## config.mk

```make
export PLATFORM = sky130hd
export DESIGN_NAME = vra_div
export DESIGN_NICKNAME = d
export VERILOG_FILES = /design/src/rtl/core/vector_rotate_axis_angle_assert.svh /design/src/rtl/core/vra_pkg.sv /design/src/rtl/core/vra_div.sv
export SDC_FILE = /design/constraint.sdc
export NUM_CORES = 2
export LEC_CHECK = 0
export ABC_CLOCK_PERIOD_IN_PS = 5800
export BUFFER_PORTS_ARGS = -buffer_cell sky130_fd_sc_hd__buf_2
export CAP_MARGIN = 20
export CORE_MARGIN = 3
export CORE_UTILIZATION = 45
export CTS_BUF_LIST = sky130_fd_sc_hd__clkbuf_4
export DETAILED_ROUTE_END_ITERATION = 8
export HOLD_SLACK_MARGIN = 0.05
export PLACE_DENSITY = 0.66
export SETUP_SLACK_MARGIN = 0.15
export SYNTH_ARGS = -nofsm -noshare
export SYNTH_HDL_FRONTEND = slang
export SYNTH_SLANG_ARGS = --single-unit
```

## constraint.sdc

```tcl
create_clock -name clk -period 5.8 [get_ports clk]
set_clock_uncertainty 0.2 [all_clocks]
set_input_delay 0.87 -clock clk [delete_from_list [all_inputs] [get_ports clk]]
set_output_delay 0.87 -clock clk [all_outputs]
set_load 0.03 [all_outputs]
```

## src/rtl/core/vector_rotate_axis_angle_assert.svh

```systemverilog
// ----------------------------------------------------------------------------
// Assertion macros for the axis-angle rotation block
// Clocked on clk, disabled while rst_n is low.
// ----------------------------------------------------------------------------
`ifndef VECTOR_ROTATE_AXIS_ANGLE_ASSERT_SVH
`define VECTOR_ROTATE_AXIS_ANGLE_ASSERT_SVH

// same-cycle implication
`define VRA_ASSERT_IMP(lbl, ante, cons, msg) \
  lbl: assert property (@(posedge clk) disable iff (!rst_n) (ante) |-> (cons)) \
    else $error(msg);

// next-cycle implication
`define VRA_ASSERT_NXT(lbl, ante, cons, msg) \
  lbl: assert property (@(posedge clk) disable iff (!rst_n) (ante) |=> (cons)) \
    else $error(msg);

`endif

```

## src/rtl/core/vra_pkg.sv

```systemverilog
// ----------------------------------------------------------------------------
// vra_pkg
// Widths, latencies, constants and helpers of the axis-angle rotation block.
// ----------------------------------------------------------------------------
package vra_pkg;

  localparam int COMP_BITS  = 32;
  localparam int FRAC_BITS  = 16;
  localparam int ANGLE_BITS = FRAC_BITS + 4;
  localparam int IQ         = 30;
  localparam int AXM_BITS   = IQ;

  localparam int SQRT_STEPS   = 32;
  localparam int DIV_STEPS    = 31;
  localparam int CORDIC_STEPS = 30;

  localparam int SQRT_LAT   = SQRT_STEPS + 1;
  localparam int DIV_LAT    = DIV_STEPS;
  localparam int CORDIC_LAT = CORDIC_STEPS + 1;

  localparam int AX_DLY     = SQRT_LAT;
  localparam int CS_DLY     = SQRT_LAT + DIV_LAT - CORDIC_LAT;
  localparam int VEC_DLY    = SQRT_LAT + DIV_LAT + 4;
  localparam int PIPE_DEPTH = VEC_DLY + 1;

  typedef logic signed [COMP_BITS-1:0] comp_t;
  typedef logic signed [33:0]          mq_t;
  typedef logic signed [35:0]          mqr_t;
  typedef logic signed [34:0]          mat_t;
  typedef logic signed [35:0]          ang_t;
  typedef logic signed [33:0]          cxy_t;

  localparam ang_t PI_Q      = 36'sd3373259426;
  localparam ang_t TWO_PI_Q  = 36'sd6746518852;
  localparam ang_t HALF_PI_Q = 36'sd1686629713;
  localparam cxy_t GAIN_Q    = 34'sd652032874;
  localparam cxy_t ONE_Q     = 34'sd1073741824;

  typedef struct packed {
    logic neg;
    logic zero;
  } div_ctl_t;

  // round-half-up Q.30 product
  function automatic mqr_t mulq(input mq_t a, input mq_t b);
    logic signed [67:0] p;
    p = 68'(a) * 68'(b);
    p = p + 68'sd536870912;
    return mqr_t'(p >>> IQ);
  endfunction

  function automatic ang_t atan_q30(input logic [4:0] i);
    case (i)
      5'd0:  return 36'sd843314857;
      5'd1:  return 36'sd497837830;
      5'd2:  return 36'sd263043837;
      5'd3:  return 36'sd133525159;
      5'd4:  return 36'sd67021687;
      5'd5:  return 36'sd33543516;
      5'd6:  return 36'sd16775851;
      5'd7:  return 36'sd8388437;
      5'd8:  return 36'sd4194283;
      5'd9:  return 36'sd2097149;
      default: return ang_t'(36'sd1 <<< (30 - 32'(i)));
    endcase
  endfunction

endpackage

```

## src/rtl/core/vra_div.sv

```systemverilog
// ----------------------------------------------------------------------------
// vra_div
// One axis lane: rounded (mag * 2^30) / root by restoring division,
// one quotient bit per stage, then the axis sign.
// ----------------------------------------------------------------------------
module vra_div (
  input  logic                          clk,
  input  logic                          en,
  input  logic [vra_pkg::AXM_BITS-1:0]  mag_i,
  input  logic [31:0]                   root_i,
  input  vra_pkg::div_ctl_t             ctl_i,
  output vra_pkg::comp_t                u_o
);
  import vra_pkg::*;

  logic [60:0]          dividend;
  logic [31:0]          rem_r [DIV_STEPS];
  logic [DIV_STEPS-1:0] q_r   [DIV_STEPS];
  logic [30:0]          dlo_r [DIV_STEPS];
  logic [31:0]          den_r [DIV_STEPS];
  div_ctl_t             ctl_r [DIV_STEPS];

  assign dividend = {1'b0, mag_i, 30'd0} + 61'(root_i >> 1);

  for (genvar j = 0; j < DIV_STEPS; j++) begin : g_step
    logic [31:0]          rem_in, den_in, rem_nxt;
    logic [DIV_STEPS-1:0] q_in;
    logic [30:0]          dlo_in;
    div_ctl_t             ctl_in;
    logic [32:0]          t;
    logic                 ge;
    always_comb begin
      if (j == 0) begin
        rem_in = 32'(dividend[60:31]);
        dlo_in = dividend[30:0];
        q_in   = '0;
        den_in = root_i;
        ctl_in = ctl_i;
      end else begin
        rem_in = rem_r[j-1];
        dlo_in = dlo_r[j-1];
        q_in   = q_r[j-1];
        den_in = den_r[j-1];
        ctl_in = ctl_r[j-1];
      end
      t  = {rem_in, dlo_in[30]};
      ge = (t >= {1'b0, den_in});
      rem_nxt = ge ? 32'(t - {1'b0, den_in}) : t[31:0];
    end
    always_ff @(posedge clk) begin
      if (en) begin
        rem_r[j] <= rem_nxt;
        q_r[j]   <= {q_in[DIV_STEPS-2:0], ge};
        dlo_r[j] <= {dlo_in[29:0], 1'b0};
        den_r[j] <= den_in;
        ctl_r[j] <= ctl_in;
      end
    end
  end

  always_comb begin
    if (ctl_r[DIV_STEPS-1].zero) begin
      u_o = '0;
    end else if (ctl_r[DIV_STEPS-1].neg) begin
      u_o = comp_t'(-$signed({1'b0, q_r[DIV_STEPS-1]}));
    end else begin
      u_o = comp_t'($signed({1'b0, q_r[DIV_STEPS-1]}));
    end
  end

endmodule

```

; Yosys cells after proc, flatten, opt, wreduce, memory -nomap -nowiden
; Memories as Yosys holds them, arrays and structs flattened.
; Cells that the tools add are included.
[totals]
reg_bits = 0
mem_bits_rw = 3937
out_inout_bits = 32
memories = 5
[mem_list]
columns = name, words, word_bits, rd, rd_ports_with_merged_regs, write_ports, line_no
row1 = den_r, 31, 32, 30, 0, 31, vra_div.sv:20  ; logic [31:0] den_r [DIV_STEPS];
row2 = rem_r, 31, 32, 30, 0, 31, vra_div.sv:17  ; logic [31:0] rem_r [DIV_STEPS];
row3 = q_r, 31, 31, 31, 0, 31, vra_div.sv:18  ; logic [DIV_STEPS-1:0] q_r [DIV_STEPS];
row4 = dlo_r, 31, 30, 30, 0, 31, vra_div.sv:19  ; logic [30:0] dlo_r [DIV_STEPS];
row5 = ctl_r, 31, 2, 31, 0, 31, vra_div.sv:21  ; div_ctl_t ctl_r [DIV_STEPS];
[op_classes]
n_addsub = 33
magnitude_cmp = 31
mux = 35
[op_table]
columns = operator, count
row1 = 32-bit 2-to-1 mux, 33
row2 = 33-bit by 32-bit >= comparator with 1-bit output, 30
row3 = 32-bit subtractor, 30
row4 = 60-bit by 31-bit adder with 61-bit output, 1
row5 = 31-bit by 32-bit >= comparator with 1-bit output, 1
row6 = 31-bit negation with 32-bit output, 1
row7 = 31-bit by 32-bit subtractor with 32-bit output, 1
row8 = 1-bit 2-to-1 mux, 2

; Logic depth before layout (Yosys ltp)
; An unclocked memory read counts as a cell.
[logic_depth]
depth_word = 4
ltp_mapped = 21
ltp_nobuf = 21

; Worst setup path after synthesis
; Ideal clock, no wire load.
[synth_timing]
kind = in2reg
start = input port mag_i[0] (netlist bit)
end = memory rem_r[0][21], data pin
t_arrival_ns = 4.320
required_ns = 5.340
setup_slack_ns = 1.020
path_stages = 19
cell_sequence = ha_1 ha_1 nand2_1 nor2_1 and3_1 and4_1 nand4_1 nor2_1 xor2_1 ha_1 clkbuf_1 nand4_1 nor4_1 o31a_1 o31ai_1 a21o_1 clkbuf_1 inv_1 mux2_2
[synth_rtl]
columns = element, line_no
row1 = start: declaration, vra_div.sv:9  ; input logic [vra_pkg::AXM_BITS-1:0] mag_i,
row2 = end: declaration, vra_div.sv:17

==> results.sh <==
export IMPL_status="complete, no violations"
export IMPL_p_int_mw=51.3
export IMPL_hold_depth=0
export IMPL_rsz0062_at_grt="yes"
export IMPL_synth_most_common_cell="edfxtp_1"
export IMPL_slew_headroom_pct=31.7
export IMPL_dp_slack_ns=0.430
export IMPL_port_buffers=97
export IMPL_r2r_cells=15
export IMPL_grt_pass1_wl_mm=499
export IMPL_cts_buffers=660
export IMPL_drive_gt1_share_pct=12.5
export IMPL_hp_class="flip-flop to flip-flop"
export IMPL_power_switching_mw=32.5
export IMPL_yosys_top_cells_area="edfxtp_1 (54%), ha_1 (9.0%), a21oi_1 (3.6%)"
export IMPL_post_route_min_period_ns=5.67
export IMPL_yosysSeqAreaShare_pct=54.1
export IMPL_hold_path_end="ctl_r[1][14]"
export IMPL_p_comb_share_pct=46.5
export IMPL_ys_warnings_count=0
export IMPL_die_width_um=559
export IMPL_syn_nets=13200
export IMPL_crit_start="q_r[1][437]"
export IMPL_h_tree_depth=6
export IMPL_via_per_inst=5.37
export IMPL_worstPathArrival_ns=4.60
export IMPL_synthesis_area_um2=138000
export IMPL_dr_pass1_iters=6
export IMPL_synthDominantCellAreaShare_pct=54.1
export IMPL_ys_top_cells_by_count="edfxtp_1 (2,478), inv_1 (1,231), ha_1 (994)"
export IMPL_wl_per_cell_um=18.2
export IMPL_dp_hpwl_mm=237
export IMPL_fmax_mhz=176
export IMPL_fin_area_um2=154000
export IMPL_yosys_cell_types_count=88
export IMPL_grt_usage_pct=19.8
export IMPL_cellPowerDensity_nw_per_um2=546
export IMPL_whs_ns=0.167
export IMPL_area_delta_synth_final_pct=11.6
export IMPL_startpoint_type="flip-flop"
export IMPL_synth_ff_type="edfxtp_1"
export IMPL_fin_util_pct=50.6
export IMPL_synth_edff_count=2478
export IMPL_clockBufferDepth=4
export IMPL_drv_slew=0
export IMPL_cts_sinks=2478
export IMPL_ant_nets=0
export IMPL_ios=98
export IMPL_required_ns=4.73
export IMPL_yosysTopAreaCell="edfxtp_1"
export IMPL_die_y_um=559
export IMPL_grt_max_degree=157
export IMPL_vias=93900
export IMPL_finalWeightedCongestion=0.916
export IMPL_cts_root_buffer="clkbuf_4"
export IMPL_synthCells=12100
export IMPL_tightest_slew_ns=1.03
export IMPL_finalCritPeriodShare_pct=97.7
export IMPL_initial_core_util_pct=45.3
export IMPL_drc=0
export IMPL_coreArea_um2=304000
export IMPL_first_iter_violations=7424
export IMPL_syn_mean_instance_area_um2=11.3
export IMPL_async_flop_share_pct=0
export IMPL_drv_cap=0
export IMPL_r2r_start="den_r[17][1]"
export IMPL_clk_pin_slew_worst_paths_ns=0.06
export IMPL_switching_share_pct=38.8
export IMPL_die_area_um2=312000
export IMPL_crit_type="flip-flop to output pin"
export IMPL_peakVddDrop_v=0.000238
export IMPL_postPlaceCellArea_um2=144000
export IMPL_setup_tns_final_ns=0
export IMPL_clk_latency_ns=1.48
export IMPL_endpoint_kind="output pin"
export IMPL_worst_r2r_setup_slack_ns=1.00
export IMPL_p_leak_nw=63.2
export IMPL_cts_tree="yes"
export IMPL_num_rows=202
export IMPL_r2r_end="rem_r[4][70]"
export IMPL_setup_ws_ns=0.132
export IMPL_seqPwrFrac_pct=35.4
export IMPL_routed_wl_mm=319
export IMPL_min_from="ctl_r[1][12]"
export IMPL_antenna_found_initial=5
export IMPL_layout_nets=14000
export IMPL_ys_ff_latch=2478
export IMPL_grt_overflow=0
export IMPL_hold_viol_final=0
export IMPL_grt_pass1_vias=90700
export IMPL_worstPathMaxFanout=5
export IMPL_clockPowerShare_pct=18.1
export IMPL_finalSetupViolations=0
==> logic make-up (layout without fill, tap and decap cells) <==
logic type      count (synthesis)  after routing  share of synthesized area (%)
compound gates               3272           3272                           14.8
xor+xnor                      866            866                           5.51
fa+ha+maj                    1024           1024                           9.48
buf+inv                      1502           2743                           4.15
flops                        2478           2478                           54.1
mux                           392            392                           3.18
other cells                     0              4                              0
simple gates                 2608           2608                           8.84
==> critical path, stage by stage (launching register included) <==
cell and delay (ns):
edfxtp_1 0.40, nor3_2 0.21, nand2b_1 0.09, or4_4 0.42, or4_4 0.45, or2_4 0.29, nand2b_4 0.14, or4_4 0.49
o31ai_4 0.24, xor2_1 0.15, nor2_1 0.05, buf_4 0.16
==> repair_timing <==
item / 4_1_cts / 5_1_grt
hold endpoints to repair: 805 / 0
resized for setup: 16 / 24
pin swaps: 3 / 7
setup endpoints to repair: 14 / 19
hold buffers: 137 / 0
buffers inserted: 6 / 6
==> per-layer routing <==
layer  wire length (um)  vias up  track usage (%)
li1                   -    46500                -
met1             143000    44400             27.0
met2             150000     2506             32.4
met3              17400      494             2.96
met4               8780        6             6.46
met5                 40        -                0
==> area by class of cell <==
type                            instances  area [um2]
Antenna cell                            4        10.0
Clock buffer                          912        6850
Clock inverter                        234        1430
Fill cell                           27200      150000
Inverter                             1232        4620
Multi-Input combinational cell       8162       58000
Sequential cell                      2478       74400
Tap cell                             4080        5100
Timing Repair Buffer                  365        3180
==> layout by cell type (no fill, tap or decap), drive strengths merged, types with 230 or more instances in the layout <==
cell type and n:
edfxtp 2478, inv 1255, ha 994, a21oi 986
clkbuf 912, nand2 905, o21ai 885, nor2 675
a21o 534, xnor2 500, xor2 366, mux2 358
buf 230
==> worst max-delay path by stage <==
stage	slack, ns	endpoint	cells after the start
after floorplan	1.02	rem_r[0][21]	19
after global placement	0.32	rem_r[0][13]	21
after detailed placement	0.43	rem_r[0][21]	21
after CTS	-0.19	u_o[25]	11
after global routing	-0.14	u_o[25]	11
final	0.13	u_o[25]	11
==> stage by stage <==
step / power, mW / instances
6_report: 83.8 / 17500
5_1_grt: 90.3 / 17500
4_1_cts: 84.3 / 17500
3_5_place_dp: 68.4 / 16200
3_3_place_gp: 68.1 / 16200
2_1_floorplan: 58.0 / 12100
==> registers in the layout (all words and copies together) (netlist names) <==
signal / cells
den_r: 960
ctl_r: 62
q_r: 496
rem_r: 960
==> power by group through the flow <==
stage	combinational [mW]	sequential [mW]	clock, mW
2_1_floorplan	29.7	28.3	0
3_3_place_gp	38.1	30.1	0
3_5_place_dp	38.3	30.1	0
4_1_cts	38.7	29.8	15.8
5_1_grt	43.4	30.1	16.8
6_report	39.0	29.7	15.1
Note: power is estimated with default switching activity, not from simulation.
